**src/rtl/lzsd_pkg.sv**
```systemverilog
// shared constants and controller/datapath interface types for the lzss decompressor
// no dependencies
`timescale 1ns / 1ps
`default_nettype none

package lzsd_pkg;

    // defaults for top-level parameters
    localparam int unsigned WINDOW_SIZE_DEF = 4096;
    localparam int unsigned COUNT_BITS_DEF  = 24;

    // field widths
    localparam int unsigned BYTE_W      = 8;
    localparam int unsigned INDEX_W     = 24;
    localparam int unsigned LIMIT_W     = 24;
    localparam int unsigned FLAG_W      = 9;
    localparam int unsigned REM_W       = 5;
    localparam int unsigned M_TDATA_W   = 32;

    // match encoding
    localparam int unsigned MIN_MATCH   = 3;
    localparam int unsigned MAX_MATCH   = 18;

    // register file
    localparam int unsigned APB_ADDR_W  = 3;
    localparam int unsigned APB_DATA_W  = 32;
    localparam logic [0:0]  REG_OUT_LIMIT = 1'b0;
    localparam logic [LIMIT_W-1:0] OUT_LIMIT_RST = '1;

    // controller to datapath commands
    typedef struct packed {
        logic accept;    // input request taken this cycle
        logic rd_issue;  // read window at copy source
        logic emit;      // load output register and write window
        logic clear;     // return stream state to reset values
    } lzsd_cmd_t;

    // datapath to controller status
    typedef struct packed {
        logic is_lit;    // current input is a literal
        logic is_copy;   // current input completes a reference
        logic last_item; // latched tlast of the item being emitted
        logic run_end;   // byte being emitted closes the run
        logic out_free;  // output register can take a byte
    } lzsd_stat_t;

endpackage

`default_nettype wire

```
**src/rtl/lzsd_ctrl.sv**
```systemverilog
// sequencing state machine for the lzss decompressor
// depends on lzsd_pkg
`timescale 1ns / 1ps
`default_nettype none

module lzsd_ctrl (
    input  wire logic               aclk,
    input  wire logic               aresetn,
    input  wire logic               s_tvalid,
    input  wire logic               s_tlast,
    output logic                    s_tready,
    input  wire lzsd_pkg::lzsd_stat_t stat,
    output lzsd_pkg::lzsd_cmd_t     cmd
);

    typedef enum logic [3:0] {
        ST_IDLE = 4'b0001,
        ST_LIT  = 4'b0010,
        ST_READ = 4'b0100,
        ST_DATA = 4'b1000
    } state_t;

    state_t state_reg, state_next;

    // next state and commands
    always_comb begin
        state_next   = state_reg;
        cmd          = '0;
        s_tready     = 1'b0;
        unique case (state_reg)
            ST_IDLE: begin
                s_tready   = 1'b1;
                cmd.accept = s_tvalid;
                if (s_tvalid) begin
                    if (stat.is_lit) begin
                        state_next = ST_LIT;
                    end else if (stat.is_copy) begin
                        state_next = ST_READ;
                    end else begin
                        cmd.clear = s_tlast;
                    end
                end
            end
            ST_LIT: begin
                if (stat.out_free) begin
                    cmd.emit   = 1'b1;
                    cmd.clear  = stat.last_item;
                    state_next = ST_IDLE;
                end
            end
            ST_READ: begin
                cmd.rd_issue = 1'b1;
                state_next   = ST_DATA;
            end
            ST_DATA: begin
                if (stat.out_free) begin
                    cmd.emit = 1'b1;
                    if (stat.run_end) begin
                        cmd.clear  = stat.last_item;
                        state_next = ST_IDLE;
                    end else begin
                        state_next = ST_READ;
                    end
                end
            end
            default: begin
                state_next = ST_IDLE;
            end
        endcase
    end

    // state register
    always_ff @(posedge aclk) begin
        if (!aresetn) begin
            state_reg <= ST_IDLE;
        end else begin
            state_reg <= state_next;
        end
    end

endmodule

`default_nettype wire

```
**config.mk**
```make
export PLATFORM = sky130hd
export DESIGN_NAME = lzsd_ctrl
export DESIGN_NICKNAME = d
export VERILOG_FILES = /design/src/rtl/lzsd_pkg.sv /design/src/rtl/lzsd_ctrl.sv
export SDC_FILE = /design/constraint.sdc
export NUM_CORES = 1
export LEC_CHECK = 0
export BUFFER_PORTS_ARGS = -buffer_cell sky130_fd_sc_hd__buf_2
export CORE_AREA = 2 2 39 41
export DETAILED_ROUTE_END_ITERATION = 6
export DIE_AREA = 0 0 41 43
export MAX_ROUTING_LAYER = met4
export PLACE_DENSITY_LB_ADDON = 0.25
export SLEW_MARGIN = 0
export SYNTH_ARGS = -nofsm -noshare
export SYNTH_HDL_FRONTEND = slang
export SYNTH_SLANG_ARGS = --single-unit
```
**constraint.sdc**
```tcl
create_clock -name aclk -period 1.5 [get_ports aclk]
set_input_delay 0.15 -clock aclk [delete_from_list [all_inputs] [get_ports aclk]]
set_output_delay 0.15 -clock aclk [all_outputs]
set_load 0.01 [all_outputs]
```
# ---- Yosys cells after proc, flatten, opt, wreduce, memory -nomap -nowiden
# Index checks and enable logic that the tools add are counted.
dict set report word_totals {
  reg_bits 4
  n_memories 0
  output_inout_bits 5
  input_bits 9
  latch_bits 0
  rom_bits 0
  ram_bits 0
}
dict set report classes {
  n_eq_ne 8
  n_lt_le_gt_ge 0
  mul 0
  n_div 0
  reduce_logical 1
  n_shift 0
  add_sub_neg 0
  n_mux 18
  n_bitwise 0
}
# operator n
set ops {}
lappend ops {{$mux W4} 5}
lappend ops {{$pmux W4 S4} 1}
lappend ops {{$mux W1} 7}
lappend ops {{$ne A2 B2 Y1 const B} 3}
lappend ops {{$eq A4 B1 Y1 const B} 1}
lappend ops {{$eq A4 B2 Y1 const B} 1}
lappend ops {{$eq A4 B3 Y1 const B} 1}
lappend ops {{$eq A4 B4 Y1 const B} 1}
lappend ops {{$mux W2} 2}
lappend ops {{$reduce_and A4 Y1} 1}
lappend ops {{$mux W3} 1}
lappend ops {{$ne A3 B3 Y1 const B} 1}
lappend ops {{$pmux W1 S3} 1}
lappend ops {{$pmux W1 S2} 1}

# ---- Depth between registers and ports, before layout
# Gate-level depths: netlist (run 1).
dict set report depth {
  ltp_word 4
  depth_mapped 3
}

# ---- Least setup slack after synthesis (run 1)
# OpenSTA, ideal clock, no wires.
dict set report synth_timing {
  path_kind {reg2out}
  start {register state_reg[3]}
  end {output cmd[0] (netlist name)}
  required_ps 1350
  slack_ps 253
  path_stages_with_launch 4
  arrival_time_ps 1097
  path_buffers 0
  cell_sequence {dfxtp_1 nor4b_4 nand2_2 o22ai_1}
}
# item line
set synth_lines {}
lappend synth_lines {{start, declared} lzsd_ctrl.sv:23} ;# state_t state_reg, state_next;
lappend synth_lines {{start signal, assigned} lzsd_ctrl.sv:77} ;# state_reg <= state_next;
lappend synth_lines {{end, declared} lzsd_ctrl.sv:13} ;# output lzsd_pkg::lzsd_cmd_t cmd

==> flow_metrics.py, run 1 <==
metrics = {
    "status": {
        "status": "finished, final reports clean",
    },
    "global_route": {
        "grt_max_degree": 9,
        "grt_remaining_overflow": 0,
        "use_met2_pct": 14.4,
        "grt_use_met1_pct": 14.2,
        "track_usage_pct": 11.4,
        "grt_pass1_vias": 321,
        "antenna_found_initial": 0,
        "use_met3_pct": 3.14,
        "grt_pass1_wl_microns": 1280,
        "grt.busiest_layer": "met2",
    },
    "pwr": {
        "pwr-share-comb_pct": 26.1,
        "clkPwrFrac_pct": 38.5,
        "power_mw": 0.346,
        "intPower_mw": 0.251,
        "p_per_area_mw_per_mm2": 768,
        "power_switching_mw": 0.0952,
        "peakVddDrop_v": 0.000230,
        "swShare_pct": 27.5,
        "p_leak_nw": 0.203,
        "seqPwrFrac_pct": 35.4,
    },
    "clock_tree": {
        "tritoncts": "done",
        "cts.root.buffer_cell": "clkbuf_4",
        "cts_sinks": 4,
        "cts_buffers": 3,
        "clockBufferDepth": 2,
        "clk_pin_slew_ns": 0.03,
        "clock_latency_ns": 0.24,
        "htreeDepth": 1,
    },
    "layout": {
        "fill_cells": 155,
        "final_core_util_pct": 32.5,
        "postLayoutCellArea_sq_um": 450,
        "area_growth_pct": 48.1,
        "finalNonFillerCells": 69,
        "largest_register_ffs": 4,
        "diodes": 0,
        "nNetsFinal": 64,
        "drive_gt1_share_pct": 56.6,
    },
    "die": {
        "core_sq_mm": 0.00138,
        "rows": 14,
        "io_pins": 14,
        "initial_core_util_pct": 22.0,
        "die_x_microns": 41,
        "dieHeight_microns": 43,
        "fp.dieArea_sq_mm": 0.00176,
    },
    "job": {
        "max-cap-violations": 0,
    },
    "setup_path": {
        "path_max_fanout": 7,
        "critPathKind": "reg2out",
        "cp-startpoint": "state_reg[3]",
        "worstPathRequired_ns": 1.35,
        "slowest_delay_ns": 0.36,
        "r2r_start": "state_reg[3]",
        "end_kind": "output pin",
        "critPathLaunchType": "flip-flop",
        "slowest_stage": "dfxtp_4",
        "path_cells": "nor4b_4 -> nand2_2 -> o22ai_2 -> buf_2",
        "critPathArrivalTime_ns": 1.28,
    },
    "sta": {
        "worstMarginPinSlew_ns": 0.246,
        "period_needed_ns": 1.43,
        "setup_viol": 0,
        "whs_ns": 0.159,
        "fmaxAchievable_mhz": 700,
        "timing.slew.headroom_pct": 83.4,
        "setup_ws_ns": 0.0719,
        "period_share_pct": 95.2,
        "slew_violations": 0,
        "tns_ns": 0,
        "clock_skew_ns": 0.00424,
        "hold_viol_final": 0,
    },
    "routing": {
        "wire_per_inst_microns": 11.3,
        "vias": 341,
        "drc": 0,
        "first_pass_iters": 4,
        "drtAntennaViolNets": 0,
        "viasPerCell": 4.94,
        "finalWirelength_microns": 778,
        "drt_iter0_markers": 5,
    },
    "logic_synthesis": {
        "ys_warn_count": 0,
        "synth_fp_nets": 43,
        "syn_inst": 34,
        "ys_ff_latch": 4,
        "syn_area_sq_um": 304,
        "synth_top_cells_by_area": "dfxtp_1 (26%), nor4b_1 (8.6%), nor4b_4 (7.8%)",
        "seq_area_frac_synth_pct": 26.3,
        "yosysTopAreaCell": "dfxtp_1",
        "syn_avg_cell_area_sq_um": 8.94,
        "ys_types": 22,
        "synth_top_area_share_pct": 26.3,
    },
    "placement": {
        "place_congestion": 0.788,
        "dp_slack_ns": 0.189,
        "placed_area_sq_um": 389,
        "port_buffers": 13,
        "dp.cells": 63,
        "hpwl_microns": 565,
    },
    "worst_hold_path": {
        "hp-class": "in2reg",
        "min_from": "aresetn",
    },
}
worst max-delay path, delay by kind of cell, from the launching register on:
family          cells  cell delay, ns
simple gates        2            0.43
compound gates      1            0.11
buf+inv             1            0.14
flops               1            0.36
cell usage in the layout, fill, tap and decap left out, types with 3 or more instances in the layout:
cell / count
clkbuf_4: 3
buf_4: 3
nor4b_1: 3
buf_2: 13
final timing paths:
| path | end | slack, ns | depth (start not counted) |
|---|---|---|---|
| hold reg to reg | state_reg[3] | 0.48 | 1 |
| setup reg to reg | state_reg[0] | 0.24 | 5 |
| setup / recovery | cmd[0] | 0.07 | 4 |
| hold / removal | state_reg[0] | 0.16 | 2 |
repair_timing:
action / CTS / global route
buffers inserted: 1 / 2
hold buffers: 0 / 0
pin swaps: 1 / 2
setup endpoints to repair: 2 / 1
gates resized for setup: 2 / 5
cell usage after synthesis:
library cell,count
nor2b_2,1
inv_1,2
o21ai_0,2
nor4b_4,1
nor2_1,2
nand2_2,1
o22ai_1,1
dfxtp_1,4
nand3b_1,1
nor4b_1,3
o211a_1,1
nand3_1,1
o21a_1,1
and2b_2,1
o311ai_1,1
a21bo_2,1
a21oi_1,2
a2111oi_2,1
nor3b_1,2
nor3_1,1
nand4b_1,2
nand2_1,2
power groups by stage:
stage	sequential, mW	clock (mW)	combinational [mW]
5_1_grt	0.124	0.147	0.100
3_5_place_dp	0.125	0	0.0767
2_1_floorplan	0.122	0	0.0454
6_report	0.122	0.133	0.0902
3_3_place_gp	0.126	0	0.0773
4_1_cts	0.124	0.141	0.0838
logic make-up (layout without fill, tap and decap cells):
family          Yosys count  in the layout  share of synthesized area, %
compound gates           10             10                          25.5
flops                     4              4                          26.3
buf+inv                   2             21                          2.47
simple gates             18             18                          45.7
area by class of cell:
type                       instances  area, sq um  area share (%)
inverter                           2         7.51            1.67
timing repair buffer              16         87.6            19.4
sequential                         4         90.1            20.0
clock buffer                       3         22.5            5.00
multi-input combinational         28          223            49.4
tap                               16         20.0            4.44
per-layer routing:
| layer | vias to the layer above | part of all wire (%) |
|---|---|---|
| met5 | - | 0 |
| met4 | 0 | 0 |
| met3 | 0 | 5.3 |
| met2 | 11 | 48 |
| met1 | 159 | 47 |
| li1 | 171 | - |
Power figures use the tool's default switching activity.
==> run 2, diff against run 1 <==
--- a/config.mk
+++ b/config.mk
@@ -5,12 +5,13 @@
 export SDC_FILE = /design/constraint.sdc
 export NUM_CORES = 1
 export LEC_CHECK = 0
-export BUFFER_PORTS_ARGS = -buffer_cell sky130_fd_sc_hd__buf_2
+export BUFFER_PORTS_ARGS = -buffer_cell sky130_fd_sc_hd__buf_4
 export CORE_AREA = 2 2 39 41
 export DETAILED_ROUTE_END_ITERATION = 6
 export DIE_AREA = 0 0 41 43
 export MAX_ROUTING_LAYER = met4
 export PLACE_DENSITY_LB_ADDON = 0.25
+export RECOVER_POWER = 25
 export SLEW_MARGIN = 0
 export SYNTH_ARGS = -nofsm -noshare
 export SYNTH_HDL_FRONTEND = slang
==> flow_metrics.py, run 2 (synthesis results as in run 1) <==
metrics = {
    "sta": {
        "timing.slew.headroom_pct": 79.5,
        "clock_skew_ns": 0.00226,
        "worstMarginPinSlew_ns": 0.307,
        "period_share_pct": 96.1,
        "setup_viol": 0,
        "period_needed_ns": 1.44,
        "fmaxAchievable_mhz": 693,
        "whs_ns": 0.155,
        "slew_violations": 0,
        "hold_viol_final": 0,
    },
    "status": {
        "status": "finished, final reports clean",
    },
    "global_route": {
        "use_met2_pct": 14.4,
        "grt.busiest_layer": "met2",
        "track_usage_pct": 10.6,
        "grt_pass1_vias": 313,
        "grt_max_degree": 9,
        "antenna_found_initial": 0,
        "use_met3_pct": 2.09,
        "grt_use_met1_pct": 12.2,
        "grt_remaining_overflow": 0,
        "grt_pass1_wl_microns": 1200,
    },
    "placement": {
        "hpwl_microns": 555,
        "port_buffers": 13,
        "dp.cells": 63,
        "placed_area_sq_um": 422,
        "place_congestion": 0.769,
    },
    "setup_path": {
        "rr_endpoint": "state_reg[0]",
        "worst-path-buf-inv": 1,
        "r2r_start": "state_reg[3]",
        "critPathLaunchType": "flip-flop",
        "critPathKind": "reg2out",
        "worstPathRequired_ns": 1.35,
        "critPathArrivalTime_ns": 1.29,
        "slowest_delay_ns": 0.37,
        "path_cells": "nor4b_4 -> nand2_2 -> o22ai_2 -> buf_4",
        "slowest_stage": "dfxtp_4",
        "r2r_slack_ns": 0.30,
        "path_max_fanout": 8,
        "crit_family": "simple AND/OR/NAND/NOR gates",
        "cp-startpoint": "state_reg[1]",
        "reg2reg_depth": 3,
        "end_kind": "output pin",
    },
    "pwr": {
        "peakVddDrop_v": 0.000240,
        "p_per_area_mw_per_mm2": 750,
        "power_mw": 0.354,
        "p_leak_nw": 0.205,
    },
    "die": {
        "die_x_microns": 41,
        "core_sq_mm": 0.00138,
        "dieHeight_microns": 43,
        "initial_core_util_pct": 22.0,
        "rows": 14,
        "fp.dieArea_sq_mm": 0.00176,
        "io_pins": 14,
    },
    "routing": {
        "finalWirelength_microns": 749,
        "drtAntennaViolNets": 0,
        "drc": 0,
        "vias": 329,
        "drt_iter0_markers": 3,
        "wire_per_inst_microns": 11.0,
        "viasPerCell": 4.84,
        "first_pass_iters": 4,
    },
    "layout": {
        "multi_input_area_sq_um": 223,
        "mostFrequentLayoutCells": "buf_4 (15), nor4b_1 (3), clkbuf_4 (3)",
        "finalNonFillerCells": 68,
        "postLayoutCellArea_sq_um": 472,
        "area_growth_pct": 55.1,
        "seq_area_sq_um": 86.3,
        "fill_cells": 149,
        "nNetsFinal": 63,
        "diodes": 0,
        "largest_register_ffs": 4,
        "drive_gt1_share_pct": 53.8,
        "final_common_cell": "buf_4",
    },
    "clock_tree": {
        "cts_sinks": 4,
        "cts_hold_buf": 0,
        "clk_pin_slew_ns": 0.04,
        "htreeDepth": 1,
        "cts.root.buffer_cell": "clkbuf_4",
        "clockBufferDepth": 2,
        "tritoncts": "done",
        "clock_latency_ns": 0.23,
        "cts_buffers": 3,
    },
    "worst_hold_path": {
        "hold_path_end": "state_reg[0]",
        "hp-class": "in2reg",
        "whs_path_depth": 2,
        "min_from": "aresetn",
    },
    "job": {
        "max-cap-violations": 0,
    },
}
[run 2: changes by cell type in the layout (fill, tap and decap cells not counted)]
cell	change
dfxtp_4	-1
buf_2	-13
buf_4	+12
dfxtp_1	+1
[run 2: report_power, final]
group,switching (mW),total [mW],internal (mW),leakage [nW]
sequential,0.0111,0.124,0.113,0.0335
clock,0.0404,0.130,0.0893,0.0138
combinational,0.0403,0.0999,0.0596,0.158
[run 2: timing repair]
item / in CTS / in global routing
setup buffers: 1 / 1
endpoints found under the setup margin: 2 / 1
resized for setup: 2 / 3
pin swaps: 1 / 2
[run 2: per-stage QoR]
step | setup TNS, ns | worst slack (ns) | utilization (%)
5_1_grt | -0.00763 | -0.00763 | 34.1
3_3_place_gp | 0 | 0.165 | 30.5
4_1_cts | 0 | 0.0165 | 32.8
3_5_place_dp | 0 | 0.198 | 30.5
2_1_floorplan | 0 | 0.253 | -
6_report | 0 | 0.0580 | 34.1
[run 2: cell type report]
class | instances | area share [%]
multi-input combinational | 28 | 47.2
timing repair buffer | 15 | 23.9
sequential | 4 | 18.3
clock buffer | 3 | 4.77
tap | 16 | 4.24
inverter | 2 | 1.59
[run 2: how the worst max path moves through the flow]
stage	cells past startpoint	end	slack [ns]
after floorplan	3	cmd[0]	0.25
after global placement	4	cmd[0]	0.17
after detailed placement	4	cmd[0]	0.20
after CTS	4	cmd[0]	0.02
after global routing	4	cmd[0]	-0.008
final	4	cmd[0]	0.06
[run 2: metal layers]
| metal | vias up | share of wire (%) |
|---|---|---|
| met5 | - | 0 |
| met3 | 2 | 7.7 |
| met2 | 11 | 45 |
| met4 | 0 | 1.9 |
| met1 | 146 | 45 |
| li1 | 170 | - |
==> run 3, diff against run 2 <==
--- a/config.mk
+++ b/config.mk
@@ -7,11 +7,11 @@
 export LEC_CHECK = 0
 export BUFFER_PORTS_ARGS = -buffer_cell sky130_fd_sc_hd__buf_4
 export CORE_AREA = 2 2 39 41
+export CTS_BUF_LIST = sky130_fd_sc_hd__clkbuf_8
 export DETAILED_ROUTE_END_ITERATION = 6
 export DIE_AREA = 0 0 41 43
 export MAX_ROUTING_LAYER = met4
 export PLACE_DENSITY_LB_ADDON = 0.25
-export RECOVER_POWER = 25
 export SLEW_MARGIN = 0
 export SYNTH_ARGS = -nofsm -noshare
 export SYNTH_HDL_FRONTEND = slang
==> constraint.sdc (replaced) <==
create_clock -name aclk -period 1.3 [get_ports aclk]
set_input_delay 0.13 -clock aclk [delete_from_list [all_inputs] [get_ports aclk]]
set_output_delay 0.13 -clock aclk [all_outputs]
set_load 0.01 [all_outputs]
==> flow_metrics.py, run 3 (synthesis results as in run 1) <==
metrics = {
    "status": {
        "status": "finished, violations left",
        "failed_checks": "negative setup slack",
    },
    "clock_tree": {
        "tritoncts": "done",
        "htreeDepth": 1,
        "cts.root.buffer_cell": "clkbuf_8",
        "cts_hold_buf": 0,
        "clockBufferDepth": 2,
        "clock_latency_ns": 0.22,
        "cts_sinks": 4,
        "cts_buffers": 3,
        "clk_pin_slew_ns": 0.03,
    },
    "setup_path": {
        "slowest_stage": "dfxtp_4",
        "critPathArrivalTime_ns": 1.23,
        "critPathKind": "reg2out",
        "worst-path-buf-inv": 1,
        "cp-startpoint": "state_reg[1]",
        "path_max_fanout": 5,
        "r2r_start": "state_reg[1]",
        "crit_family": "flip-flops",
        "path_cells": "and2b_2 -> a21oi_1 -> o22ai_2 -> buf_4",
        "end_kind": "output pin",
        "worstPathRequired_ns": 1.17,
        "cp.depth": 4,
        "critPathLaunchType": "flip-flop",
        "reg2reg_depth": 4,
        "slowest_delay_ns": 0.37,
    },
    "sta": {
        "grt_setup_unrepaired": "yes",
        "clock_skew_ns": 0.00337,
        "setup_ws_ns": -0.0622,
        "timing.slew.headroom_pct": 81.1,
        "hold_viol_final": 0,
        "worstMarginPinSlew_ns": 0.280,
        "period_needed_ns": 1.36,
        "setup_viol": 1,
        "slew_violations": 0,
        "period_share_pct": 105,
        "fmaxAchievable_mhz": 734,
    },
    "routing": {
        "finalWirelength_microns": 825,
        "drt_iter0_markers": 10,
        "drtAntennaViolNets": 0,
        "first_pass_iters": 3,
        "drc": 0,
        "wire_per_inst_microns": 11.6,
        "viasPerCell": 4.59,
        "vias": 326,
    },
    "worst_hold_path": {
        "whs_path_depth": 2,
        "hp-class": "in2reg",
        "min_from": "aresetn",
    },
    "global_route": {
        "grt_max_degree": 8,
        "antenna_found_initial": 0,
        "grt_pass1_wl_microns": 1380,
        "grt_remaining_overflow": 0,
        "track_usage_pct": 12.1,
        "grt_pass1_vias": 351,
    },
    "layout": {
        "final_common_cell": "buf_4",
        "largest_register_ffs": 4,
        "finalNonFillerCells": 71,
        "mostFrequentLayoutCells": "buf_4 (16), nor4b_1 (3), clkbuf_8 (3), dfxtp_2 (3)",
        "diodes": 0,
        "final_core_util_pct": 37.9,
        "nNetsFinal": 66,
        "drive_gt1_share_pct": 60.0,
        "area_growth_pct": 72.4,
        "postLayoutCellArea_sq_um": 524,
        "seq_area_sq_um": 87.6,
        "fill_cells": 143,
        "multi_input_area_sq_um": 225,
    },
    "pwr": {
        "p_leak_nw": 0.231,
        "peakVddDrop_v": 0.000325,
        "power_mw": 0.528,
        "p_per_area_mw_per_mm2": 1010,
    },
    "placement": {
        "place_congestion": 0.826,
        "placed_area_sq_um": 452,
        "port_buffers": 13,
        "hpwl_microns": 594,
        "dp.cells": 67,
    },
    "job": {
        "max-cap-violations": 0,
    },
    "die": {
        "die_x_microns": 41,
        "initial_core_util_pct": 22.0,
        "rows": 14,
        "fp.dieArea_sq_mm": 0.00176,
        "io_pins": 14,
        "core_sq_mm": 0.00138,
        "dieHeight_microns": 43,
    },
}
[run 3: path summary, 6_finish.rpt]
path                            slack (ns)      endpoint
worst max register to register        0.15  state_reg[0]
worst max-delay path                 -0.06        cmd[0]
worst min register to register        0.50  state_reg[3]
worst min-delay path                  0.15  state_reg[0]
[run 3: cell type report]
type                    count  area share [%]
multi-input cells          28            43.0
repair buffers             18            27.2
flip-flops and latches      4            16.7
clock buffers               3            7.88
well taps                  16            3.82
inverters                   2            1.43
[run 3: repair_timing]
action / in CTS / in global routing
buffers inserted: 0 / 1
setup endpoints to repair: 4 / 3
resized for setup: 5 / 4
pin swaps: 3 / 3
[run 3: metrics by stage]
stage | setup WS, ns | hold WS (ns) | setup TNS [ns]
after floorplan | 0.0728 | 0.208 | 0
after detailed placement | 0.0934 | 0.368 | 0
after global routing | -0.104 | 0.162 | -0.148
after CTS | -0.0771 | 0.142 | -0.0771
after global placement | 0.0994 | 0.361 | 0
final | -0.0622 | 0.147 | -0.0622
[run 3: worst register-to-register path: cells and delay by family, from the launching register on]
kind	cells	cell delay [ns]
DFF	1	0.35
and+or+nand+nor	1	0.31
buffers and inverters	1	0.17
AOI/OAI and AO/OA	2	0.19
[run 3: metal layers]
| layer | track usage, % | part of all wire, % | up-vias |
|---|---|---|---|
| li1 | - | - | 176 |
| met1 | 14.4 | 50 | 143 |
| met2 | 16.3 | 47 | 7 |
| met3 | 1.57 | 3.4 | 0 |
| met4 | 12.0 | 0 | 0 |
| met5 | - | 0 | - |
[run 3: where the power goes]
| part | total (mW) | switching [mW] | internal [mW] |
|---|---|---|---|
| Sequential | 0.143 | 0.0121 | 0.130 |
| Clock | 0.259 | 0.0616 | 0.197 |
| Combinational | 0.127 | 0.0507 | 0.0762 |
| Total | 0.528 | 0.124 | 0.404 |
